<file path="src/rtl/wbp_pkg.sv">
// ----------------------------------------------------------------------------
// wbp_pkg
// Shared widths, codes, reset values and the configuration struct of the
// white balance pixel pipe.
// ----------------------------------------------------------------------------
package wbp_pkg;

   // fixed field widths
   localparam int CH_W         = 16;
   localparam int CURVE_ADDR_W = 16;
   localparam int CURVE_GAIN_W = 32;
   localparam int GAIN_W       = 16;
   localparam int SAT_W        = 14;
   localparam int LEVEL_W      = 17;
   localparam int CSR_IDX_W    = 4;
   localparam int CSR_DATA_W   = 17;

   // fixed point
   localparam int FRAC_BITS   = 12;
   localparam int CURVE_FRAC  = 16;
   localparam int CURVE_SHIFT = FRAC_BITS + CURVE_FRAC;
   localparam int BYTE_SCALE  = 256;

   // parameter defaults
   localparam int CURVE_DEPTH_DEF = 65536;
   localparam int SAMPLE_BITS_DEF = 16;

   // item opcodes
   localparam logic OP_PIXEL    = 1'b0;
   localparam logic OP_CURVE_WR = 1'b1;

   // register indexes
   localparam logic [CSR_IDX_W-1:0] CSR_GAIN_RED    = 4'd0;
   localparam logic [CSR_IDX_W-1:0] CSR_GAIN_GREEN  = 4'd1;
   localparam logic [CSR_IDX_W-1:0] CSR_GAIN_BLUE   = 4'd2;
   localparam logic [CSR_IDX_W-1:0] CSR_SATURATION  = 4'd3;
   localparam logic [CSR_IDX_W-1:0] CSR_BLACK_LEVEL = 4'd4;
   localparam logic [CSR_IDX_W-1:0] CSR_WHITE_LEVEL = 4'd5;
   localparam logic [CSR_IDX_W-1:0] CSR_WIDE_MODE   = 4'd6;
   localparam logic [CSR_IDX_W-1:0] CSR_OVX_MARK    = 4'd7;

   // reset values
   localparam logic [GAIN_W-1:0]  GAIN_ONE    = 16'd4096;
   localparam logic [SAT_W-1:0]   SAT_RESET   = 14'd4096;
   localparam logic [LEVEL_W-1:0] BLACK_RESET = 17'd0;
   localparam logic [LEVEL_W-1:0] WHITE_RESET = 17'd65536;

   typedef struct packed {
      logic [GAIN_W-1:0]  gain_red;
      logic [GAIN_W-1:0]  gain_green;
      logic [GAIN_W-1:0]  gain_blue;
      logic [SAT_W-1:0]   saturation;
      logic [LEVEL_W-1:0] black_level;
      logic [LEVEL_W-1:0] white_level;
      logic               wide_mode;
      logic               ovx_mark;
   } cfg_type;

endpackage

</file>
<file path="src/rtl/wbp_csr.sv">
// ----------------------------------------------------------------------------
// wbp_csr
// Configuration registers, written one at a time over the register channel.
// ----------------------------------------------------------------------------
module wbp_csr import wbp_pkg::*; (
   input  logic                  clock,
   input  logic                  reset,
   input  logic                  csr_valid,
   output logic                  csr_ready,
   input  logic [CSR_IDX_W-1:0]  csr_index,
   input  logic [CSR_DATA_W-1:0] csr_data,
   output cfg_type               cfg
);

   cfg_type cfg_ff;
   cfg_type cfg_in;

   always_comb begin
      cfg_in = cfg_ff;
      if (csr_valid) begin
         unique case (csr_index)
            CSR_GAIN_RED:    cfg_in.gain_red    = csr_data[GAIN_W-1:0];
            CSR_GAIN_GREEN:  cfg_in.gain_green  = csr_data[GAIN_W-1:0];
            CSR_GAIN_BLUE:   cfg_in.gain_blue   = csr_data[GAIN_W-1:0];
            CSR_SATURATION:  cfg_in.saturation  = csr_data[SAT_W-1:0];
            CSR_BLACK_LEVEL: cfg_in.black_level = csr_data[LEVEL_W-1:0];
            CSR_WHITE_LEVEL: cfg_in.white_level = csr_data[LEVEL_W-1:0];
            CSR_WIDE_MODE:   cfg_in.wide_mode   = csr_data[0];
            CSR_OVX_MARK:    cfg_in.ovx_mark    = csr_data[0];
            // indexes past the list are dropped
            default:         cfg_in = cfg_ff;
         endcase
      end
   end

   always_ff @(posedge clock) begin
      if (reset) begin
         cfg_ff.gain_red    <= GAIN_ONE;
         cfg_ff.gain_green  <= GAIN_ONE;
         cfg_ff.gain_blue   <= GAIN_ONE;
         cfg_ff.saturation  <= SAT_RESET;
         cfg_ff.black_level <= BLACK_RESET;
         cfg_ff.white_level <= WHITE_RESET;
         cfg_ff.wide_mode   <= 1'b1;
         cfg_ff.ovx_mark    <= 1'b0;
      end else begin
         cfg_ff <= cfg_in;
      end
   end

   assign csr_ready = 1'b1;
   assign cfg       = cfg_ff;

endmodule

</file>
<file path="config.mk">
export PLATFORM = sky130hd
export DESIGN_NAME = wbp_csr
export DESIGN_NICKNAME = d
export VERILOG_FILES = /design/src/rtl/wbp_pkg.sv /design/src/rtl/wbp_csr.sv
export SDC_FILE = /design/constraint.sdc
export NUM_CORES = 1
export LEC_CHECK = 0
export ABC_CLOCK_PERIOD_IN_PS = 900
export BUFFER_PORTS_ARGS = -buffer_cell sky130_fd_sc_hd__buf_4
export CORE_ASPECT_RATIO = 0.8
export CORE_MARGIN = 2
export CORE_UTILIZATION = 25
export CTS_CLUSTER_SIZE = 8
export DETAILED_ROUTE_END_ITERATION = 8
export HOLD_SLACK_MARGIN = 0.06
export SYNTH_ARGS = -nofsm -noshare
export SYNTH_HDL_FRONTEND = slang
export SYNTH_SLANG_ARGS = --single-unit
</file>
<file path="constraint.sdc">
create_clock -name clock -period 0.9 [get_ports clock]
set_input_delay 0.045 -clock clock [delete_from_list [all_inputs] [get_ports clock]]
set_output_delay 0.045 -clock clock [all_outputs]
set_load 0.05 [all_outputs]
</file>
==> results.md <==
- The flow ran to the end, but the final reports show violations.
- The checks that failed: negative setup slack.
- The total setup violations reported at the end of the flow is 5.
- In the final layout, the share of cells above drive strength 1 is 56.6%.
- Based on the critical path, the design can be clocked at up to 1110 MHz.
- Of all nets on the critical path, the largest fanout is 2.
- Counting instances in the post-synthesis netlist gives the leading cell types as sky130_fd_sc_hd__nand2b_1, sky130_fd_sc_hd__dfxtp_1, sky130_fd_sc_hd__mux2i_1.
- The core area is 0.0152 mm2.
- The TritonCTS buffer count is 9.
- On the critical path the largest part of the delay comes from flip-flops.
- The initial antenna violation count is 0.
- The HPWL after detailed placement is 7800 um.
- TritonCTS built the clock tree.
- The largest single stage delay on the critical path is 360 ps.
- The top cell type's share of synthesized area is 49.9%.
- The repair_antennas step left the layout with diodes totalling 0.
- After floorplanning, the core was divided into 40 placement rows.
- After synthesis, flip-flops and latches occupy 49.9% of the total area.
- The max-slew violation total from the final report was 0.
- By area the synthesized netlist is led by sky130_fd_sc_hd__dfxtp_1, sky130_fd_sc_hd__mux2i_1, sky130_fd_sc_hd__nand2b_1.
- Counting flops with an async set or reset pin after synthesis yields a share of 0%.
- Subtracting the final worst setup slack from the clock period gives 902 ps.
- The number of nets still failing antenna checks after routing is 0.
- The starting density of the core is 25.9%.
- The clock arrives with 0 ps of skew.
- The synthesized design contains 98 register bits.
- Routability-driven placement finished with a final weighted congestion of 0.788.
- Clock latency on the worst-skew pair, taken at its later pin, is 350 ps.
- The max-capacitance violation count is 0.
- The completed layout was analyzed and its total power is 9.65 mW.
- The path with the worst hold slack has its endpoint at cfg[0].
- The count of final hold-check violations was 0.
- The final-layout fill cell count is 1,428.
- Final hold analysis gives a worst-case slack of 76.9 ps.
- The number of input and output port buffers inserted is 121.
- Across all setup checks in the final design, the least slack found is -2.31 ps.
- Summed over all layers, the routed wires come to 11,300 um.
- Synthesis produced 353 cells.
- The library cell with the largest summed area after synthesis is sky130_fd_sc_hd__dfxtp_1.
- The final design utilization is 44.3%.
- From left edge to right edge, the die measures 144 um.
- The initial DRC count is 125.
- The cell area after technology mapping is 0.00394 mm2.
- The most repeated cell in the gate-level netlist after synthesis is sky130_fd_sc_hd__nand2b_1.
- Entering global routing, the biggest net connects 33 pins.
- In this run the critical register-to-register path is launched from cfg[61].
- The sum of buffers and inverters on the critical path is 1.
- The wire length of the first global-routing pass is 17,200 um.
- The number of flip-flops in the largest register is 98.
- The via density per instance is 4.15.
- Counting along the longest clock path gives a buffer depth of 2.
- The leakage power figure is 3.23 nW.
- The first-pass iteration count of the detailed router is 4.
- The data required time of the critical path is 850 ps.
- Dividing the synthesized area by the synthesized cell count gives 11.1 um2.
- The tree is rooted in a sky130_fd_sc_hd__clkbuf_16.
- The number of DRC violations after detailed routing is 0.
- The number of clock sinks is 98.
- The capture point of the worst reg-to-reg path is cfg[61].
- In this run the register-to-register setup slack is 80 ps.
- The worst register-to-register path has a depth of 4.
- Setup repair after global routing could not meet its margin everywhere.
- The y dimension of the die is 116 um.
- The relative area change from synthesis to final layout is 71.2%.
- The critical path is of the register to output port type.
- The cell area power density is 1430 mW/mm2.
- The via count of the first global-routing pass is 3,235.
- The nature of the critical path endpoint is an output port.
- The total vias in the final route is 3,091.
- The worst hold path passes through 4 cells.
- The number of nets in the synthesized netlist is 377.
- The worst setup path is launched from a register.
- The number of top-level pins is 123.
- For this run, the leading register cell type out of synthesis is sky130_fd_sc_hd__dfxtp_1.
- Global routing consumed, over all layers together, 13.8% of the routing resources.
- The startpoint identified for the worst hold timing path is csr_index[3].
- The die outline area is 0.0168 mm2.
- Walking the worst path, the cells encountered are buf_8.
- After clock tree synthesis, the clock-pin slew on the worst setup and hold paths is 70 ps.
- The count of synthesis-stage warnings from yosys is 0.
- Summing all multi-input logic gate instances after layout gives 0.00183 mm2.
- The path class of the tightest hold or removal check is primary input to register.
- The per-cell routed wire length is 15.1 um.
- The post-route fraction of the period consumed by the critical path is 100%.
- The sequential cells in the finished layout cover a total of 0.00209 mm2.
- The number of levels the H-tree was split into is 3.
- The final layout contains 555 nets.
- The final global-route overflow total is 0.
- Data arrives at the worst endpoint at 860 ps.
- The maximum VDD drop is 0.963 mV.
- Counting flops with a built-in enable in the synthesized netlist gives 0.
- The slowest stage cell on the critical path is sky130_fd_sc_hd__dfxtp_2.
- The netlist uses 21 different library cells.
[stage by stage]
| step | std cells | setup WS [ps] | setup TNS, ps | area, um2 |
|---|---|---|---|---|
| 3_5_place_dp | 686 | -320 | -17460 | 5240 |
| 4_1_cts | 721 | -32.0 | -846 | 6440 |
| 2_1_floorplan | 353 | -84.6 | -1730 | 3950 |
| 6_report | 745 | -2.31 | -8.01 | 6740 |
| 3_3_place_gp | 686 | -237 | -14680 | 5240 |
| 5_1_grt | 745 | -46.0 | -2080 | 6740 |
[cell type report]
cell class	instances	share of cell area, %
Clock inverter	2	0.892
Sequential cell	98	31.0
Timing Repair Buffer	191	33.2
Tap cell	210	3.90
Clock buffer	13	3.86
Multi-Input combinational cell	231	27.2
[placed cells by master, fill, tap and decap left out, drive strengths merged]
cell type	count
nand4	1
and2	1
nand2b	109
nand3	3
nand2	2
nor2b	2
dfxtp	98
clkbuf	13
buf	183
mux2i	98
dlygate4sd3	8
nor3b	1
nor2	10
nand4b	1
nand3b	1
conb	1
bufinv	2
and3	1
[per-layer routing]
layer / track usage, % / wire length (um) / vias up
li1: - / - / 1517
met2: 23.3 / 5540 / 74
met3: 5.58 / 724 / 10
met4: 4.01 / 147 / 0
met5: 0 / 0 / -
met1: 16.2 / 4860 / 1490
[worst max-delay path by stage]
stage                            start  endpoint  cells past startpoint  slack [ps]
after floorplan           csr_index[2]   cfg[70]                      5         -80
after global placement    csr_index[2]   cfg[72]                      5        -240
after detailed placement  csr_index[2]   cfg[68]                      5        -320
after CTS                      cfg[79]   cfg[79]                      1         -30
after global routing           cfg[77]   cfg[77]                      1         -50
final                          cfg[68]   cfg[68]                      1          -2
[logic make-up after synthesis]
logic type | after synthesis | share of synthesized area (%)
multiplexers | 98 | 24.9
other | 1 | 0.0953
AND/OR/NAND/NOR | 132 | 21.0
buffers and inverters | 24 | 4.17
flip-flops | 98 | 49.9
[power breakdown]
| group | internal, mW | switching (mW) | total [mW] |
|---|---|---|---|
| sequential | 4.40 | 0.0522 | 4.45 |
| clock | 2.58 | 1.64 | 4.21 |
| combinational | 0.479 | 0.508 | 0.987 |
| total | 7.45 | 2.20 | 9.65 |
[what timing repair did]
item | CTS | global route
hold buffers | 8 | 1
setup endpoints to repair | 98 | 101
buffers inserted | 12 | 24
endpoints found under the hold margin | 25 | 1
pin swaps | 0 | 1
resized for setup | 254 | 31
(Power assumes the default switching activity.)
