**config.mk**
```make
export PLATFORM = sky130hd
export DESIGN_NAME = wbp_front
export DESIGN_NICKNAME = d
export VERILOG_FILES = /design/src/rtl/wbp_pkg.sv /design/src/rtl/wbp_front.sv
export SDC_FILE = /design/constraint.sdc
export NUM_CORES = 2
export LEC_CHECK = 0
export BUFFER_PORTS_ARGS = -buffer_cell sky130_fd_sc_hd__buf_2
export CORE_UTILIZATION = 60
export CTS_CLUSTER_DIAMETER = 120
export DETAILED_ROUTE_END_ITERATION = 8
export HOLD_SLACK_MARGIN = 0.15
export PLACE_DENSITY = 0.81
export SYNTH_ARGS = -nofsm -noshare
export SYNTH_HDL_FRONTEND = slang
export SYNTH_SLANG_ARGS = --single-unit
```
**constraint.sdc**
```tcl
create_clock -name clock -period 11.45 [get_ports clock]
set_input_delay 0 -clock clock [delete_from_list [all_inputs] [get_ports clock]]
set_output_delay 0 -clock clock [all_outputs]
set_load 0.02 [all_outputs]
```
**src/rtl/wbp_pkg.sv**
```systemverilog
// ----------------------------------------------------------------------------
// wbp_pkg
// Shared widths, codes, reset values and the configuration struct of the
// white balance pixel pipe.
// ----------------------------------------------------------------------------
package wbp_pkg;

   // fixed field widths
   localparam int CH_W         = 16;
   localparam int CURVE_ADDR_W = 16;
   localparam int CURVE_GAIN_W = 32;
   localparam int GAIN_W       = 16;
   localparam int SAT_W        = 14;
   localparam int LEVEL_W      = 17;
   localparam int CSR_IDX_W    = 4;
   localparam int CSR_DATA_W   = 17;

   // fixed point
   localparam int FRAC_BITS   = 12;
   localparam int CURVE_FRAC  = 16;
   localparam int CURVE_SHIFT = FRAC_BITS + CURVE_FRAC;
   localparam int BYTE_SCALE  = 256;

   // parameter defaults
   localparam int CURVE_DEPTH_DEF = 65536;
   localparam int SAMPLE_BITS_DEF = 16;

   // item opcodes
   localparam logic OP_PIXEL    = 1'b0;
   localparam logic OP_CURVE_WR = 1'b1;

   // register indexes
   localparam logic [CSR_IDX_W-1:0] CSR_GAIN_RED    = 4'd0;
   localparam logic [CSR_IDX_W-1:0] CSR_GAIN_GREEN  = 4'd1;
   localparam logic [CSR_IDX_W-1:0] CSR_GAIN_BLUE   = 4'd2;
   localparam logic [CSR_IDX_W-1:0] CSR_SATURATION  = 4'd3;
   localparam logic [CSR_IDX_W-1:0] CSR_BLACK_LEVEL = 4'd4;
   localparam logic [CSR_IDX_W-1:0] CSR_WHITE_LEVEL = 4'd5;
   localparam logic [CSR_IDX_W-1:0] CSR_WIDE_MODE   = 4'd6;
   localparam logic [CSR_IDX_W-1:0] CSR_OVX_MARK    = 4'd7;

   // reset values
   localparam logic [GAIN_W-1:0]  GAIN_ONE    = 16'd4096;
   localparam logic [SAT_W-1:0]   SAT_RESET   = 14'd4096;
   localparam logic [LEVEL_W-1:0] BLACK_RESET = 17'd0;
   localparam logic [LEVEL_W-1:0] WHITE_RESET = 17'd65536;

   typedef struct packed {
      logic [GAIN_W-1:0]  gain_red;
      logic [GAIN_W-1:0]  gain_green;
      logic [GAIN_W-1:0]  gain_blue;
      logic [SAT_W-1:0]   saturation;
      logic [LEVEL_W-1:0] black_level;
      logic [LEVEL_W-1:0] white_level;
      logic               wide_mode;
      logic               ovx_mark;
   } cfg_type;

endpackage

```
**src/rtl/wbp_front.sv**
```systemverilog
// ----------------------------------------------------------------------------
// wbp_front
// Stages one and two: per-channel gain multiply, then channel maximum,
// clipping, over-exposure marking and curve index.
// ----------------------------------------------------------------------------
module wbp_front import wbp_pkg::*; #(
   parameter int SAMPLE_BITS = SAMPLE_BITS_DEF,
   parameter int CURVE_DEPTH = CURVE_DEPTH_DEF
) (
   input  logic                             clock,
   input  logic                             reset,
   input  cfg_type                          cfg,
   input  logic                             req_valid,
   output logic                             req_ready,
   input  logic                             req_opcode,
   input  logic [2:0][CH_W-1:0]             req_sample,
   input  logic                             req_frame_last,
   input  logic [CURVE_ADDR_W-1:0]          req_curve_address,
   input  logic [CURVE_GAIN_W-1:0]          req_curve_gain,
   output logic                             s2_valid,
   input  logic                             s2_ready,
   output logic                             s2_opcode,
   output logic                             s2_frame_last,
   output logic [CURVE_ADDR_W-1:0]          s2_curve_address,
   output logic [CURVE_GAIN_W-1:0]          s2_curve_gain,
   output logic [SAMPLE_BITS-1:0]           s2_value,
   output logic [2:0][SAMPLE_BITS:0]        s2_chan,
   output logic [$clog2(CURVE_DEPTH)-1:0]   s2_idx
);

   localparam int SB     = SAMPLE_BITS;
   localparam int SCL_W  = SB + GAIN_W - FRAC_BITS;
   localparam int CLIP_W = SB + 1;
   localparam int AW     = $clog2(CURVE_DEPTH);
   localparam int CMP_W  = (SCL_W > LEVEL_W) ? SCL_W : LEVEL_W;
   localparam logic [SB-1:0]      FULL_M1  = {SB{1'b1}};
   localparam logic [SB-1:0]      BYTE_M1  = SB'(BYTE_SCALE - 1);
   localparam logic [LEVEL_W-1:0] LAST_IDX = LEVEL_W'(CURVE_DEPTH - 1);

   // stage 1
   logic                     s1_valid_ff, s1_valid_in;
   logic                     s1_opcode_ff, s1_opcode_in;
   logic                     s1_last_ff, s1_last_in;
   logic [CURVE_ADDR_W-1:0]  s1_addr_ff, s1_addr_in;
   logic [CURVE_GAIN_W-1:0]  s1_gain_ff, s1_gain_in;
   logic [2:0][SCL_W-1:0]    s1_scaled_ff, s1_scaled_in;

   // stage 2
   logic                     s2_valid_ff, s2_valid_in;
   logic                     s2_opcode_ff;
   logic                     s2_last_ff;
   logic [CURVE_ADDR_W-1:0]  s2_addr_ff;
   logic [CURVE_GAIN_W-1:0]  s2_gain_ff;
   logic [SB-1:0]            s2_value_ff, s2_value_in;
   logic [2:0][CLIP_W-1:0]   s2_chan_ff, s2_chan_in;
   logic [AW-1:0]            s2_idx_ff, s2_idx_in;

   logic                     s1_en;
   logic                     s2_free;
   logic [2:0][GAIN_W-1:0]   gain_sel;
   logic [2:0][SB+GAIN_W-1:0] mul_w;
   logic [SB-1:0]            fs_m1;
   logic [CLIP_W-1:0]        fs;
   logic [SCL_W-1:0]         chan_max;
   logic                     mark;

   assign s2_free   = !s2_valid_ff || s2_ready;
   assign s1_en     = !s1_valid_ff || s2_free;
   assign req_ready = s1_en;

   assign fs_m1 = cfg.wide_mode ? FULL_M1 : BYTE_M1;
   assign fs    = {1'b0, fs_m1} + CLIP_W'(1);

   // gain multiply, channel order blue, green, red
   always_comb begin
      gain_sel[0] = cfg.gain_blue;
      gain_sel[1] = cfg.gain_green;
      gain_sel[2] = cfg.gain_red;
      for (int c = 0; c < 3; c++) begin
         mul_w[c]        = req_sample[c][SB-1:0] * gain_sel[c];
         s1_scaled_in[c] = mul_w[c][SB+GAIN_W-1:FRAC_BITS];
      end
      s1_valid_in  = req_valid;
      s1_opcode_in = req_opcode;
      s1_last_in   = req_frame_last;
      s1_addr_in   = req_curve_address;
      s1_gain_in   = req_curve_gain;
   end

   // maximum, clip, marking
   always_comb begin
      chan_max = s1_scaled_ff[0];
      if (s1_scaled_ff[1] > chan_max) begin
         chan_max = s1_scaled_ff[1];
      end
      if (s1_scaled_ff[2] > chan_max) begin
         chan_max = s1_scaled_ff[2];
      end
      s2_value_in = (chan_max > SCL_W'(fs_m1)) ? fs_m1 : chan_max[SB-1:0];
      mark = cfg.ovx_mark && (LEVEL_W'(s2_value_in) > cfg.black_level)
                          && (LEVEL_W'(s2_value_in) > cfg.white_level);
      for (int c = 0; c < 3; c++) begin
         s2_chan_in[c] = (s1_scaled_ff[c] > SCL_W'(fs)) ? fs
                                                        : CLIP_W'(s1_scaled_ff[c]);
         if (mark && (CMP_W'(s1_scaled_ff[c]) > CMP_W'(cfg.white_level))) begin
            s2_chan_in[c] = '0;
         end
      end
      s2_idx_in   = (LEVEL_W'(s2_value_in) > LAST_IDX) ? AW'(LAST_IDX)
                                                       : AW'(s2_value_in);
      s2_valid_in = s1_valid_ff;
   end

   always_ff @(posedge clock) begin
      if (reset) begin
         s1_valid_ff <= 1'b0;
         s2_valid_ff <= 1'b0;
      end else begin
         if (s1_en) begin
            s1_valid_ff <= s1_valid_in;
         end
         if (s2_free) begin
            s2_valid_ff <= s2_valid_in;
         end
      end
   end

   always_ff @(posedge clock) begin
      if (s1_en) begin
         s1_opcode_ff <= s1_opcode_in;
         s1_last_ff   <= s1_last_in;
         s1_addr_ff   <= s1_addr_in;
         s1_gain_ff   <= s1_gain_in;
         s1_scaled_ff <= s1_scaled_in;
      end
      if (s2_free) begin
         s2_opcode_ff <= s1_opcode_ff;
         s2_last_ff   <= s1_last_ff;
         s2_addr_ff   <= s1_addr_ff;
         s2_gain_ff   <= s1_gain_ff;
         s2_value_ff  <= s2_value_in;
         s2_chan_ff   <= s2_chan_in;
         s2_idx_ff    <= s2_idx_in;
      end
   end

   assign s2_valid         = s2_valid_ff;
   assign s2_opcode        = s2_opcode_ff;
   assign s2_frame_last    = s2_last_ff;
   assign s2_curve_address = s2_addr_ff;
   assign s2_curve_gain    = s2_gain_ff;
   assign s2_value         = s2_value_ff;
   assign s2_chan          = s2_chan_ff;
   assign s2_idx           = s2_idx_ff;

   // a stalled first stage keeps its transaction
   a_s1_hold: assert property (@(posedge clock) disable iff (reset)
      s1_valid_ff && !s2_free |=> s1_valid_ff)
      else $error("stage one lost a stalled transaction");

endmodule

```
==> flow_summary.json <==
{
  "status": "complete, no violations",
  "hold_viol": 0,
  "grt_usage": 0.300,
  "synth_cell_types": 63,
  "crit_path_top_delay_cell": "a21oi_1",
  "ys_seq_elements": 229,
  "cp.required_ps": 11840,
  "end_kind": "register",
  "finalSetupViolCount": 0,
  "crit_start": "s1_scaled_ff[9]",
  "drt-initial-drc-count": 1682,
  "slew_violations": 0,
  "coreArea_sq_um": 57600,
  "die_y_um": 243,
  "finalCriticalPeriod_ps": 9550,
  "avgSynthCellArea_sq_um": 9.96,
  "grt_pass1_wl_um": 139000,
  "max_freq_ghz": 0.105,
  "globalplace.congestion": 0.925,
  "drt-pass1-iter-count": 5,
  "place_ws_ps": 2050,
  "via_per_inst": 5.58,
  "synth_area_leaders": "fa_1 33%, edfxtp_1 20%, ha_1 16%",
  "port_buffers": 320,
  "synth_edf_count": 227,
  "rrSetupSlack_ps": 1900,
  "overflow": 0,
  "grt_start_max_net_pins": 78,
  "cts_inserted_buffers": 24,
  "critPathKind": "register to register",
  "antenna_found_initial": 2,
  "critPathMaxStageDelay_ps": 830,
  "drt.antenna.violating_nets": 0,
  "initial_core_util": 0.607,
  "insertion_delay_ps": 530,
  "remaining_drc_errors": 0,
  "synth_nets": 4727,
  "dieArea_sq_um": 59200,
  "hold_class": "primary input to register",
  "synth_cells": 3508,
  "power_density_nw_per_um2": 305,
  "synth.top_cell.area_share": 0.332,
  "io_pins": 335,
  "clk_pin_slew_ps": 70,
  "syn_to_final_growth_pct": 9.70,
  "die_w_um": 243,
  "p_leak_nw": 19.5,
  "total_power_mw": 11.7,
  "drt_wl_total_um": 85800,
  "htree_levels": 1,
  "rsz0062_at_grt": "no",
  "setup_tns_ps": 0,
  "post_cts_buffers": 0,
  "clock-sinks": 229,
  "wl_met2_um": 41700,
  "root_buffer": "clkbuf_16",
  "yosys.area.top_type": "fa_1",
  "nNetsFinal": 5005,
  "cp-start-kind": "register",
  "wl_met3_um": 6520,
  "path_max_fanout": 22,
  "r2r_start": "s1_scaled_ff[9]",
  "syn_area_sq_um": 34900,
  "synthFlopType": "edfxtp_1",
  "place_hpwl_um": 68100,
  "highest_layer": "met4",
  "final_common_cell": "inv_1",
  "relSlewSlack": 0.328,
  "cts_buffer_depth": 3,
  "cts_tree": "yes",
  "yosys_warnings": 0,
  "worst_ep_arrival_time_ps": 9940,
  "routed-via-count": 25500,
  "rows": 88,
  "fin_ws_ps": 1900,
  "maxCapViolCount": 0,
  "hold_path_startpoint": "req_curve_gain[19]",
  "wl_per_cell_um": 18.8,
  "final_cell_mix": "721 x inv_1, 579 x fa_1, 500 x nand2_1",
  "tightest_slew_ps": 1010,
  "skew_ps": 17.0,
  "ys_seq_area_frac": 0.196,
  "fin_util": 0.666,
  "wl_met1_um": 34400,
  "synthArstFlopShare": 0,
  "finalCritPeriodShare": 0.834,
  "whs_ps": 178,
  "grt_pass1_vias": 26600,
  "worst_path_most_repeated_cell": "a21o_1",
  "drive_above_1_share": 0.0999,
  "ir_drop_mv": 0.346
}
[stage by stage]
| step | cell area (sq um) | instances |
|---|---|---|
| final | 38300 | 4569 |
| after global routing | 38300 | 4568 |
| after CTS | 38300 | 4567 |
| after detailed placement | 37000 | 4471 |
| after global placement | 37000 | 4471 |
| after floorplan | 34900 | 3508 |
[synth_stat cells (all sizes together) (4+ instances only)]
cell type and count:
nand3 22, or3 6, a211oi 13, and2 333, mux2 9, nor2 63
buf 22, mux2i 22, a31oi 4, or2 4, a21oi 73, a21o 51
a31o 4, nand2b 19, o21bai 5, a2111oi 4, and4 7, nand4 32
ha 440, o21ai 47, xnor2 38, nor2b 19, fa 579, inv 722
nor3 38, nand2 501, o21a 20, edfxtp 227, o211ai 6, and3 4
xor2 21, nor4 12, clkbuf 104
[critical path: cells and delay by family, from the launching register on]
kind | cells | cell delay (ps)
compound gates | 24 | 5540
fa+ha+maj | 4 | 1220
buf+inv | 3 | 850
flops | 1 | 460
mux | 1 | 400
simple gates | 6 | 910
[repair_timing]
item	4_1_cts	5_1_grt
gates resized for setup	0	0
hold buffers	54	0
hold endpoints to repair	58	0
[power breakdown]
part           leakage (nW)  switching (mW)  total [mW]  internal [mW]
sequential             2.45           0.274        1.87           1.59
clock                 0.380           0.318       0.785          0.467
combinational          16.6            5.16        9.03           3.87
[routing by layer]
layer | vias up | global-route usage
li1 | 11500 | -
met1 | 12800 | 0.396
met2 | 1020 | 0.508
met3 | 180 | 0.0438
met4 | 0 | 0.106
met5 | - | 0
[path summary, 6_finish.rpt]
check / endpoint / cells after the start
hold / removal: s1_gain_ff[19] / 2
hold reg to reg: s2_curve_gain[25] / 0
setup / recovery: s2_chan[41] / 38
setup reg to reg: s2_chan[41] / 38
[area by class of cell]
cell class	instances	area [sq um]
multi-input combinational	2431	24900
inverter	722	2710
timing repair buffer	378	2170
clock inverter	10	129
antenna	2	5.00
tap	765	957
fill	4514	19200
sequential	229	6860
clock buffer	32	652
[cell families (layout without fill, tap and decap cells)]
| logic type | Yosys count | after routing | share of synthesized area |
|---|---|---|---|
| simple gates | 1068 | 1068 | 0.150 |
| fa+ha+maj | 1019 | 1019 | 0.489 |
| buf+inv | 848 | 1142 | 0.0933 |
| compound gates | 254 | 254 | 0.0475 |
| flops | 229 | 229 | 0.196 |
| xor+xnor | 59 | 59 | 0.0148 |
| mux | 31 | 31 | 0.00931 |
| other cells | 0 | 2 | 0 |
[sequential cells by signal, summed over array words and instances, names as in the netlist]
register	count
s2_idx	16
s2_valid	1
s1_opcode_ff	1
s1_scaled_ff	60
s1_addr_ff	16
s1_valid_ff	1
s2_curve_gain	32
s1_last_ff	1
s2_frame_last	1
s2_chan	51
s1_gain_ff	32
s2_opcode	1
s2_curve_address	16
Power figures use the tool's default switching activity.
